===== src/rtl/ckvq_pkg.sv =====
// ----------------------------------------------------------------------------
// ckvq_pkg
// Shared types and codes of the coalescing key/value queue.
// ----------------------------------------------------------------------------
package ckvq_pkg;

	localparam int KEY_W = 16;
	localparam int VAL_W = 16;
	localparam int STATUS_W = 3;
	localparam int OCC_W = 5;

	localparam logic KIND_PUSH = 1'b0;
	localparam logic KIND_POP  = 1'b1;

	localparam logic [STATUS_W-1:0] ST_APPENDED = 3'd0;
	localparam logic [STATUS_W-1:0] ST_UPDATED  = 3'd1;
	localparam logic [STATUS_W-1:0] ST_DROPPED  = 3'd2;
	localparam logic [STATUS_W-1:0] ST_POPPED   = 3'd3;
	localparam logic [STATUS_W-1:0] ST_EMPTY    = 3'd4;

	typedef struct packed {
		logic [KEY_W-1:0] key;
		logic [VAL_W-1:0] value;
	} entry_t;

	typedef enum logic [1:0] {
		S_IDLE,
		S_SEARCH,
		S_POP
	} ctrl_state_t;

endpackage


===== src/rtl/ckvq_mem.sv =====
// ----------------------------------------------------------------------------
// ckvq_mem
// Entry store: one write port and one read port with registered read data.
// ----------------------------------------------------------------------------
module ckvq_mem #(
	parameter int DEPTH = 16,
	parameter int AW = 4
) (
	input  logic             clk,
	input  logic             we,
	input  logic [AW-1:0]    waddr,
	input  ckvq_pkg::entry_t wdata,
	input  logic             re,
	input  logic [AW-1:0]    raddr,
	output ckvq_pkg::entry_t rdata
);

	ckvq_pkg::entry_t mem [DEPTH];

	always_ff @(posedge clk) begin
		if (we) begin
			mem[waddr] <= wdata;
		end
	end

	always_ff @(posedge clk) begin
		if (re) begin
			rdata <= mem[raddr];
		end
	end

endmodule


===== src/rtl/ckvq_ctrl.sv =====
// ----------------------------------------------------------------------------
// ckvq_ctrl
// Sequencer: ring pointers, serial key search through the entry store,
// pop of the head entry and the result register.
// ----------------------------------------------------------------------------
module ckvq_ctrl #(
	parameter int DEPTH = 16,
	parameter int AW = 4,
	parameter int CW = 5
) (
	input  logic                           clk,
	input  logic                           arst_n,
	input  logic                           start,
	output logic                           busy,
	input  logic                           kind,
	input  logic [ckvq_pkg::KEY_W-1:0]     key,
	input  logic [ckvq_pkg::VAL_W-1:0]     value,
	output logic                           done,
	output logic [ckvq_pkg::STATUS_W-1:0]  status,
	output logic [ckvq_pkg::KEY_W-1:0]     out_key,
	output logic [ckvq_pkg::VAL_W-1:0]     out_value,
	output logic [ckvq_pkg::OCC_W-1:0]     occupancy,
	output logic                           mem_we,
	output logic [AW-1:0]                  mem_waddr,
	output ckvq_pkg::entry_t               mem_wdata,
	output logic                           mem_re,
	output logic [AW-1:0]                  mem_raddr,
	input  ckvq_pkg::entry_t               mem_rdata
);

	ckvq_pkg::ctrl_state_t state_q, state_nxt;

	logic [AW-1:0] head_q, tail_q, scan_addr_q, rd_addr_s1;
	logic [CW-1:0] count_q, issue_cnt_q, fin_count;
	logic [ckvq_pkg::KEY_W-1:0] key_q;
	logic [ckvq_pkg::VAL_W-1:0] value_q;
	logic rd_vld_s1;
	logic hit, miss, full, accept;
	logic do_append, do_pop, issue_first, issue_next, fin;
	logic [ckvq_pkg::STATUS_W-1:0] fin_status;
	ckvq_pkg::entry_t fin_entry;

	logic done_q;
	logic [ckvq_pkg::STATUS_W-1:0] status_q;
	logic [ckvq_pkg::KEY_W-1:0] out_key_q;
	logic [ckvq_pkg::VAL_W-1:0] out_value_q;
	logic [ckvq_pkg::OCC_W-1:0] occupancy_q;

	function automatic logic [AW-1:0] next_ptr(input logic [AW-1:0] p);
		next_ptr = (p == AW'(DEPTH - 1)) ? '0 : p + AW'(1);
	endfunction

	assign accept = start && (state_q == ckvq_pkg::S_IDLE);
	assign full   = (count_q == CW'(DEPTH));
	assign hit    = (state_q == ckvq_pkg::S_SEARCH) && rd_vld_s1 && (mem_rdata.key == key_q);
	assign miss   = (state_q == ckvq_pkg::S_SEARCH) && rd_vld_s1 && !hit
		&& (issue_cnt_q == count_q);

	always_comb begin
		state_nxt = state_q;
		case (state_q)
			ckvq_pkg::S_IDLE: begin
				if (start && (count_q != '0)) begin
					state_nxt = (kind == ckvq_pkg::KIND_POP) ? ckvq_pkg::S_POP
						: ckvq_pkg::S_SEARCH;
				end
			end
			ckvq_pkg::S_SEARCH: begin
				if (hit || miss) begin
					state_nxt = ckvq_pkg::S_IDLE;
				end
			end
			ckvq_pkg::S_POP: begin
				state_nxt = ckvq_pkg::S_IDLE;
			end
			default: begin
				state_nxt = ckvq_pkg::S_IDLE;
			end
		endcase
	end

	always_comb begin
		mem_we      = 1'b0;
		mem_waddr   = tail_q;
		mem_wdata   = '{key: key_q, value: value_q};
		mem_re      = 1'b0;
		mem_raddr   = head_q;
		do_append   = 1'b0;
		do_pop      = 1'b0;
		issue_first = 1'b0;
		issue_next  = 1'b0;
		fin         = 1'b0;
		fin_status  = ckvq_pkg::ST_APPENDED;
		fin_entry   = '0;
		case (state_q)
			ckvq_pkg::S_IDLE: begin
				if (start) begin
					if (count_q == '0) begin
						fin = 1'b1;
						if (kind == ckvq_pkg::KIND_POP) begin
							fin_status = ckvq_pkg::ST_EMPTY;
						end else begin
							mem_we     = 1'b1;
							mem_wdata  = '{key: key, value: value};
							do_append  = 1'b1;
							fin_status = ckvq_pkg::ST_APPENDED;
						end
					end else begin
						mem_re      = 1'b1;
						issue_first = (kind == ckvq_pkg::KIND_PUSH);
					end
				end
			end
			ckvq_pkg::S_SEARCH: begin
				if (issue_cnt_q != count_q) begin
					mem_re     = 1'b1;
					mem_raddr  = scan_addr_q;
					issue_next = 1'b1;
				end
				if (hit) begin
					mem_we     = 1'b1;
					mem_waddr  = rd_addr_s1;
					fin        = 1'b1;
					fin_status = ckvq_pkg::ST_UPDATED;
				end else if (miss) begin
					fin = 1'b1;
					if (full) begin
						fin_status = ckvq_pkg::ST_DROPPED;
					end else begin
						mem_we     = 1'b1;
						do_append  = 1'b1;
						fin_status = ckvq_pkg::ST_APPENDED;
					end
				end
			end
			ckvq_pkg::S_POP: begin
				fin        = 1'b1;
				do_pop     = 1'b1;
				fin_status = ckvq_pkg::ST_POPPED;
				fin_entry  = mem_rdata;
			end
			default: begin
				fin = 1'b0;
			end
		endcase
	end

	always_comb begin
		fin_count = count_q;
		if (do_append) begin
			fin_count = count_q + CW'(1);
		end else if (do_pop) begin
			fin_count = count_q - CW'(1);
		end
	end

	always_ff @(posedge clk or negedge arst_n) begin
		if (!arst_n) begin
			state_q     <= ckvq_pkg::S_IDLE;
			head_q      <= '0;
			tail_q      <= '0;
			count_q     <= '0;
			issue_cnt_q <= '0;
			rd_vld_s1   <= 1'b0;
			done_q      <= 1'b0;
		end else begin
			state_q   <= state_nxt;
			count_q   <= fin_count;
			rd_vld_s1 <= mem_re;
			done_q    <= fin;
			if (do_append) begin
				tail_q <= next_ptr(tail_q);
			end
			if (do_pop) begin
				head_q <= next_ptr(head_q);
			end
			if (issue_first) begin
				issue_cnt_q <= CW'(1);
			end else if (issue_next) begin
				issue_cnt_q <= issue_cnt_q + CW'(1);
			end
		end
	end

	always_ff @(posedge clk) begin
		rd_addr_s1 <= mem_raddr;
		if (accept) begin
			key_q   <= key;
			value_q <= value;
		end
		if (issue_first) begin
			scan_addr_q <= next_ptr(head_q);
		end else if (issue_next) begin
			scan_addr_q <= next_ptr(scan_addr_q);
		end
		if (fin) begin
			status_q    <= fin_status;
			out_key_q   <= fin_entry.key;
			out_value_q <= fin_entry.value;
			occupancy_q <= ckvq_pkg::OCC_W'(fin_count);
		end
	end

	assign busy      = (state_q != ckvq_pkg::S_IDLE);
	assign done      = done_q;
	assign status    = status_q;
	assign out_key   = out_key_q;
	assign out_value = out_value_q;
	assign occupancy = occupancy_q;

endmodule


===== src/rtl/coalescing_key_value_queue.sv =====
// ----------------------------------------------------------------------------
// coalescing_key_value_queue
// Ordered key/value queue that holds each key once; a push of a queued key
// overwrites its value in place.
// ----------------------------------------------------------------------------
// An item is taken when start is high and busy is low. Its result appears on
// the result ports in the cycle after the item's work ends, for one cycle, with
// done high; the receiver cannot stall it. The entries sit in a ring in one
// memory with a single read port, so a push searches them one per cycle and
// stops early on a match; a push into an empty queue writes without a search.
// A pop reads the head entry and then finishes, and a pop on an empty queue
// reports empty without a read.
module coalescing_key_value_queue #(
	parameter int DEPTH = 16
) (
	input  logic                          clk,
	input  logic                          arst_n,
	input  logic                          start,
	output logic                          busy,
	input  logic                          kind,
	input  logic [ckvq_pkg::KEY_W-1:0]    key,
	input  logic [ckvq_pkg::VAL_W-1:0]    value,
	output logic                          done,
	output logic [ckvq_pkg::STATUS_W-1:0] status,
	output logic [ckvq_pkg::KEY_W-1:0]    out_key,
	output logic [ckvq_pkg::VAL_W-1:0]    out_value,
	output logic [ckvq_pkg::OCC_W-1:0]    occupancy
);

	localparam int AW = (DEPTH > 1) ? $clog2(DEPTH) : 1;
	localparam int CW = $clog2(DEPTH + 1);

	logic             mem_we, mem_re;
	logic [AW-1:0]    mem_waddr, mem_raddr;
	ckvq_pkg::entry_t mem_wdata, mem_rdata;

	ckvq_ctrl #(
		.DEPTH(DEPTH),
		.AW(AW),
		.CW(CW)
	) u_ctrl (
		.clk(clk),
		.arst_n(arst_n),
		.start(start),
		.busy(busy),
		.kind(kind),
		.key(key),
		.value(value),
		.done(done),
		.status(status),
		.out_key(out_key),
		.out_value(out_value),
		.occupancy(occupancy),
		.mem_we(mem_we),
		.mem_waddr(mem_waddr),
		.mem_wdata(mem_wdata),
		.mem_re(mem_re),
		.mem_raddr(mem_raddr),
		.mem_rdata(mem_rdata)
	);

	ckvq_mem #(
		.DEPTH(DEPTH),
		.AW(AW)
	) u_mem (
		.clk(clk),
		.we(mem_we),
		.waddr(mem_waddr),
		.wdata(mem_wdata),
		.re(mem_re),
		.raddr(mem_raddr),
		.rdata(mem_rdata)
	);

endmodule


===== config.mk =====
export PLATFORM = sky130hd
export DESIGN_NAME = coalescing_key_value_queue
export DESIGN_NICKNAME = d
export VERILOG_FILES = /design/src/rtl/ckvq_pkg.sv /design/src/rtl/ckvq_mem.sv /design/src/rtl/ckvq_ctrl.sv /design/src/rtl/coalescing_key_value_queue.sv
export SDC_FILE = /design/constraint.sdc
export NUM_CORES = 1
export LEC_CHECK = 0
export ABC_AREA = 1
export BUFFER_PORTS_ARGS = -buffer_cell sky130_fd_sc_hd__buf_2
export CORE_ASPECT_RATIO = 0.75
export CORE_UTILIZATION = 35
export CTS_BUF_LIST = sky130_fd_sc_hd__clkbuf_4 sky130_fd_sc_hd__clkbuf_8
export CTS_CLUSTER_SIZE = 8
export DETAILED_ROUTE_END_ITERATION = 8
export GPL_TIMING_DRIVEN = 1
export PLACE_DENSITY = 0.56
export SYNTH_ARGS = -nofsm -noshare
export SYNTH_HDL_FRONTEND = slang
export SYNTH_SLANG_ARGS = --single-unit

===== constraint.sdc =====
create_clock -name clk -period 12.5 [get_ports clk]
set_input_delay 1.25 -clock clk [delete_from_list [all_inputs] [get_ports clk]]
set_output_delay 1.25 -clock clk [all_outputs]
set_load 0.005 [all_outputs]

== Word level (Yosys, flattened, before mapping) ==
Memories as Yosys holds them, arrays and structs flattened. A register that Yosys moved wholly into a read port is not among the register bits.
Cells that the tools add are included.
Word-level totals
  bits of input ports: 36
  word-level logic and storage cells: 101
  memories kept: 1
  bits in registers: 102
  bits in writable memories: 512
Operators by class
  reduce and logical (&&, ||, !) cells: 14
  equal/unequal tests: 11
  add/subtract/negate cells: 6
  bitwise gates (word level): 1
  mux-type cells: 53
Memories
  u_mem.mem: words 16, width 32, read ports 1, clocked after memory_dff 1, write ports 1, RTL line ckvq_mem.sv:18  | ckvq_pkg::entry_t mem [DEPTH];
Operators by type and width (count)
  $mux 32: 4
  $mux 4: 9
  $mux 1: 21
  $mux 5: 4
  $eq 16x16->1: 1
  $mux 3: 5
  $add 4x1->4 const B: 3
  $eq 4x4->1 const B: 3
  $add 5x1->5 const B: 2
  $pmux 3 s3: 1
  $mux 2: 4
  $logic_and 1x1->1: 6
  $pmux 1 s2: 3
  $eq 5x5->1: 1
  $eq 5x5->1 const B: 1
  $logic_not 5->1: 1
  $ne 5x5->1: 1
  $reduce_bool 5->1: 1
  $sub 5x1->5 const B: 1
  $ne 2x2->1 const B: 2
  $pmux 2 s2: 1
  $reduce_bool 2->1: 2
  $pmux 1 s3: 1
  $eq 2x1->1 const B: 1
  6 further kinds: 6

== Logic depth before layout (Yosys ltp) ==
  depth after elaboration: 11
  depth in mapped cells: 16

== Hierarchy ==
A second synthesis with hierarchy kept.
Unflattened totals
  cell total of the unflattened synthesis: 2621
  area, all modules: 27969.3 um^2
By module, submodules not included
  ckvq_mem: area each 23050.9 um^2, instances 1, cells each 2120
  ckvq_ctrl: area each 4918.5 um^2, instances 1, cells each 501

== Worst setup path after synthesis ==
Ideal clock, no wire load.
  path kind: input to register
  from: input start
  to: memory u_mem.mem[12][0] in the netlist's numbering, enable pin
  cell stages on the path: 8
  setup time: 0.421 ns
  arrival time: 5.089 ns
  slack: 6.990 ns
  cell sequence: inv_1 -> nor2_1 -> nand3b_1 -> nand2_1 -> inv_1 -> nand2_1 -> nand3_1 -> nor2_1
Between the ends
  longest elaborated chain between the ends: 4
RTL lines
  start, declared: RTL line coalescing_key_value_queue.sv:18  | input logic start,
  $mux 1: RTL line ckvq_ctrl.sv:97  | if (start) begin
  $pmux 1 s2: RTL line ckvq_ctrl.sv:95  | case (state_q)
  $mux 1: RTL line ckvq_mem.sv:21  | if (we) begin
  $mux 1 (implied by the code): RTL line ckvq_mem.sv:22  | mem[waddr] <= wdata;
  end, declared: RTL line ckvq_mem.sv:18
Every way passes these cells.

== Worst setup path after layout ==
  from: input start
  to: memory u_mem.mem[14][3] in the netlist's numbering, enable pin
Same word-level chain as after synthesis.

==> run metrics <==
Num CTS Buffers=100; clock-pin slew on the worst setup and hold paths=0.07 ns; Seq/Total Area, Yosys=0.680; wire per inst=between 15 and 20 µm; Comb power frac=0.429; Max Cap Viol=0; Mapped Nets=2665; Reg area=19200 µm²; Worst Path Required=12.80 ns; placeable core area=79400 µm²; Net Switching=3.43 mW; dpl hpwl=between 40 and 50 mm; Fillers=roughly 7600; setup slack, reg-to-reg=8.25 ns; Hold Fails Final Rpt=0; leak pwr=13.2 nW; drt total wl=73.0 mm; CTS Root Buffer Type=clkbuf_8; TritonCTS clock tree=yes; DIE AREA=around 80000 µm²; All-Layer GR Usage=0.180; postcts setup bufs=0; final setup fails=0; worst r2r path cells=6; Clk pwr share=0.215; multi-input logic area=between 6000 and 7000 µm²; GRT overflow=0; Die Ht=between 200 and 250 µm; antenna viol nets, final=0; final core occ=0.397; Post-CTS Resized=0; Seq pwr share=0.355; RSZ-0062 raised after global routing=false; top cell type's share of synthesized area=0.658; Slew @ Worst Pin=1.31 ns; pin count of the biggest net entering global routing=a little under 90; #FFs+latches synth=646; max_slew headroom=0.127; WP data arrival=roughly 4.6 ns; Mapped Cells=2622; Max Transition Viols Final=0; HP Class=in -> async; Fmax achieved=~230 MHz; top cells by area, synth=edfxtp_1, nand3_1, inv_1, nand2_1, dfrtp_1; IO Pins=slightly below 80; initial antenna violation count=0; leading area contributor after synthesis=edfxtp_1; Syn-to-layout area delta=11.3%; Critical Path End Type=flop; post-route clock period utilization=0.344; clock latency at the later pin of the worst-skew pair=just over 0.7 ns; Sw Ratio=0.430; R2R Path Start=u_ctrl.state_q[1]$_DFFE_PN0P_; P per Cell Area=roughly 250 nW/µm²; critical-path maximum fanout=34; Yosys warning count=0; clock skew=approximately 0.028 ns; H-Tree Depth=3; layout cells sized above 1=0.120; Vias/cell=between 4 and 5; Final min period=4.30 ns; cell area after synthesis=28300 µm²; first-pass GRT wire length=111 mm; vias after detailed routing=between 15000 and 20000; Max IR drop VDD=just under 0.3 mV; Distinct cells, synth=37; Setup TNS Final=0 ns; DRC errors left=0; Die Span X=between 300 and 400 µm; Mapped Avg Cell Area=roughly 11 µm²; Final Net Count=around 2700; Int Pwr=4.55 mW; Rows=89; Antenna diodes=0; Setup crit start kind=input pin; RePlAce Congestion=about 0.8; vias in the first global route=~18000; setup slack at placement=7.39 ns; clock buffer depth=3; final setup margin=8.20 ns; initial core utilization=0.356; CTS sink count=646; Crit Path Class=in -> reg; status=complete, no violations; post-cts hold buffer count=0; DRT iter0 DRCs=between 1500 and 2000; 1st-pass router iterations=5; RR Endpoint=u_mem.mem[14][3]$_DFFE_PP_; Port Buf Inserts=77
[sequential cells by signal (all words and copies together), names as in the netlist]
register	flops
u_ctrl.issue_cnt_q	5
u_ctrl.out_key	16
u_mem.rdata	32
u_ctrl.count_q	5
u_ctrl.state_q	2
u_ctrl.key_q	16
u_ctrl.rd_vld_s1	1
u_ctrl.value_q	16
u_ctrl.rd_addr_s1	4
u_ctrl.head_q	4
u_mem.mem	512
u_ctrl.occupancy	5
u_ctrl.tail_q	4
u_ctrl.out_value	16
u_ctrl.status	3
u_ctrl.scan_addr_q	4
u_ctrl.done	1
[placed cells by master (no fill, tap or decap), types with 27 or more instances in the layout]
cell type	Yosys	routed
nor2_1	64	47
buf_2	80	77
nand2_1	450	446
inv_1	577	577
mux2_2	32	32
clkbuf_4	0	45
nand3_1	626	625
edfxtp_1	620	620
o21ai_0	27	27
clkbuf_8	0	104
[power groups by stage]
stage | Combinational (mW) | Sequential, mW | Clock, mW
floorplan | 2.41 | 2.86 | 0
global placement | 3.41 | 2.88 | 0
detailed placement | 3.44 | 2.88 | 0
CTS | 3.45 | 2.84 | 1.76
global route | 3.79 | 2.86 | 1.85
finish | 3.43 | 2.84 | 1.72
[cell usage after synthesis, drive strengths merged]
master,count
nand3,628
edfxtp,620
inv,582
nand2,455
buf,110
nor2,67
mux2,32
o21ai,31
dfrtp,22
clkbuf,21
xnor2,19
ha,7
xor2,5
a21oi,4
dfxtp,4
nand4,4
nor3,3
o31ai,3
nand3b,2
a22o,1
nor4,1
o211ai,1
[critical path, stage by stage]
cell and delay [ns]:
buf_2 0.08, inv_1 0.11, nor2_4 0.12, buf_4 0.54, nand3b_1 0.19, nand2_1 0.36, inv_1 0.26, nand2_1 0.20
nand3_1 0.36, nor2_4 1.10
[routing by layer]
metal	up-vias	wire [µm]	track usage
met5	-	0	0
met4	0	1320	0.0464
li1	8725	-	-
met3	115	4960	0.0330
met2	681	32200	0.278
met1	8960	34500	0.260
[metrics by stage]
stage / cell area, µm² / hold WS (ns) / total power [mW] / cells
detailed placement: 29600 / 0.492 / 6.32 / 3637
finish: 31500 / 0.527 / 7.99 / 3807
CTS: 31500 / 0.484 / 8.05 / 3806
global route: 31500 / 0.534 / 8.49 / 3807
global placement: 29600 / 0.491 / 6.28 / 3637
floorplan: 28300 / 0.456 / 5.27 / 2622
[worst max path at each step]
stage	depth (start not counted)	start	to
6_report	10	start	u_mem.mem[14][3]$_DFFE_PP_
5_1_grt	10	start	u_mem.mem[11][17]$_DFFE_PP_
4_1_cts	6	u_ctrl.state_q[1]$_DFFE_PN0P_	u_mem.mem[15][16]$_DFFE_PP_
3_5_place_dp	10	start	u_mem.mem[15][17]$_DFFE_PP_
3_3_place_gp	10	start	u_mem.mem[15][22]$_DFFE_PP_
2_1_floorplan	8	start	u_mem.mem[12][0]$_DFFE_PP_
[cell families (layout without fill, tap and decap cells)]
logic type | after synthesis | after routing | synth area share
flops | 646 | 646 | 0.680
fa+ha+maj | 7 | 7 | 0.00309
mux | 32 | 32 | 0.0127
buf+inv | 713 | 852 | 0.104
simple gates | 1160 | 1160 | 0.185
compound gates | 40 | 40 | 0.00836
xor+xnor | 24 | 24 | 0.00743
[final cells by class]
cell class              count  share of cell area
multi-input cells        1263               0.200
clock buffers             149              0.0561
well taps                1046              0.0415
clock inverters            20             0.00330
repair buffers            101              0.0183
inverters                 582              0.0694
flip-flops and latches    646               0.611
No activity file was read; power rests on OpenSTA's default activity.
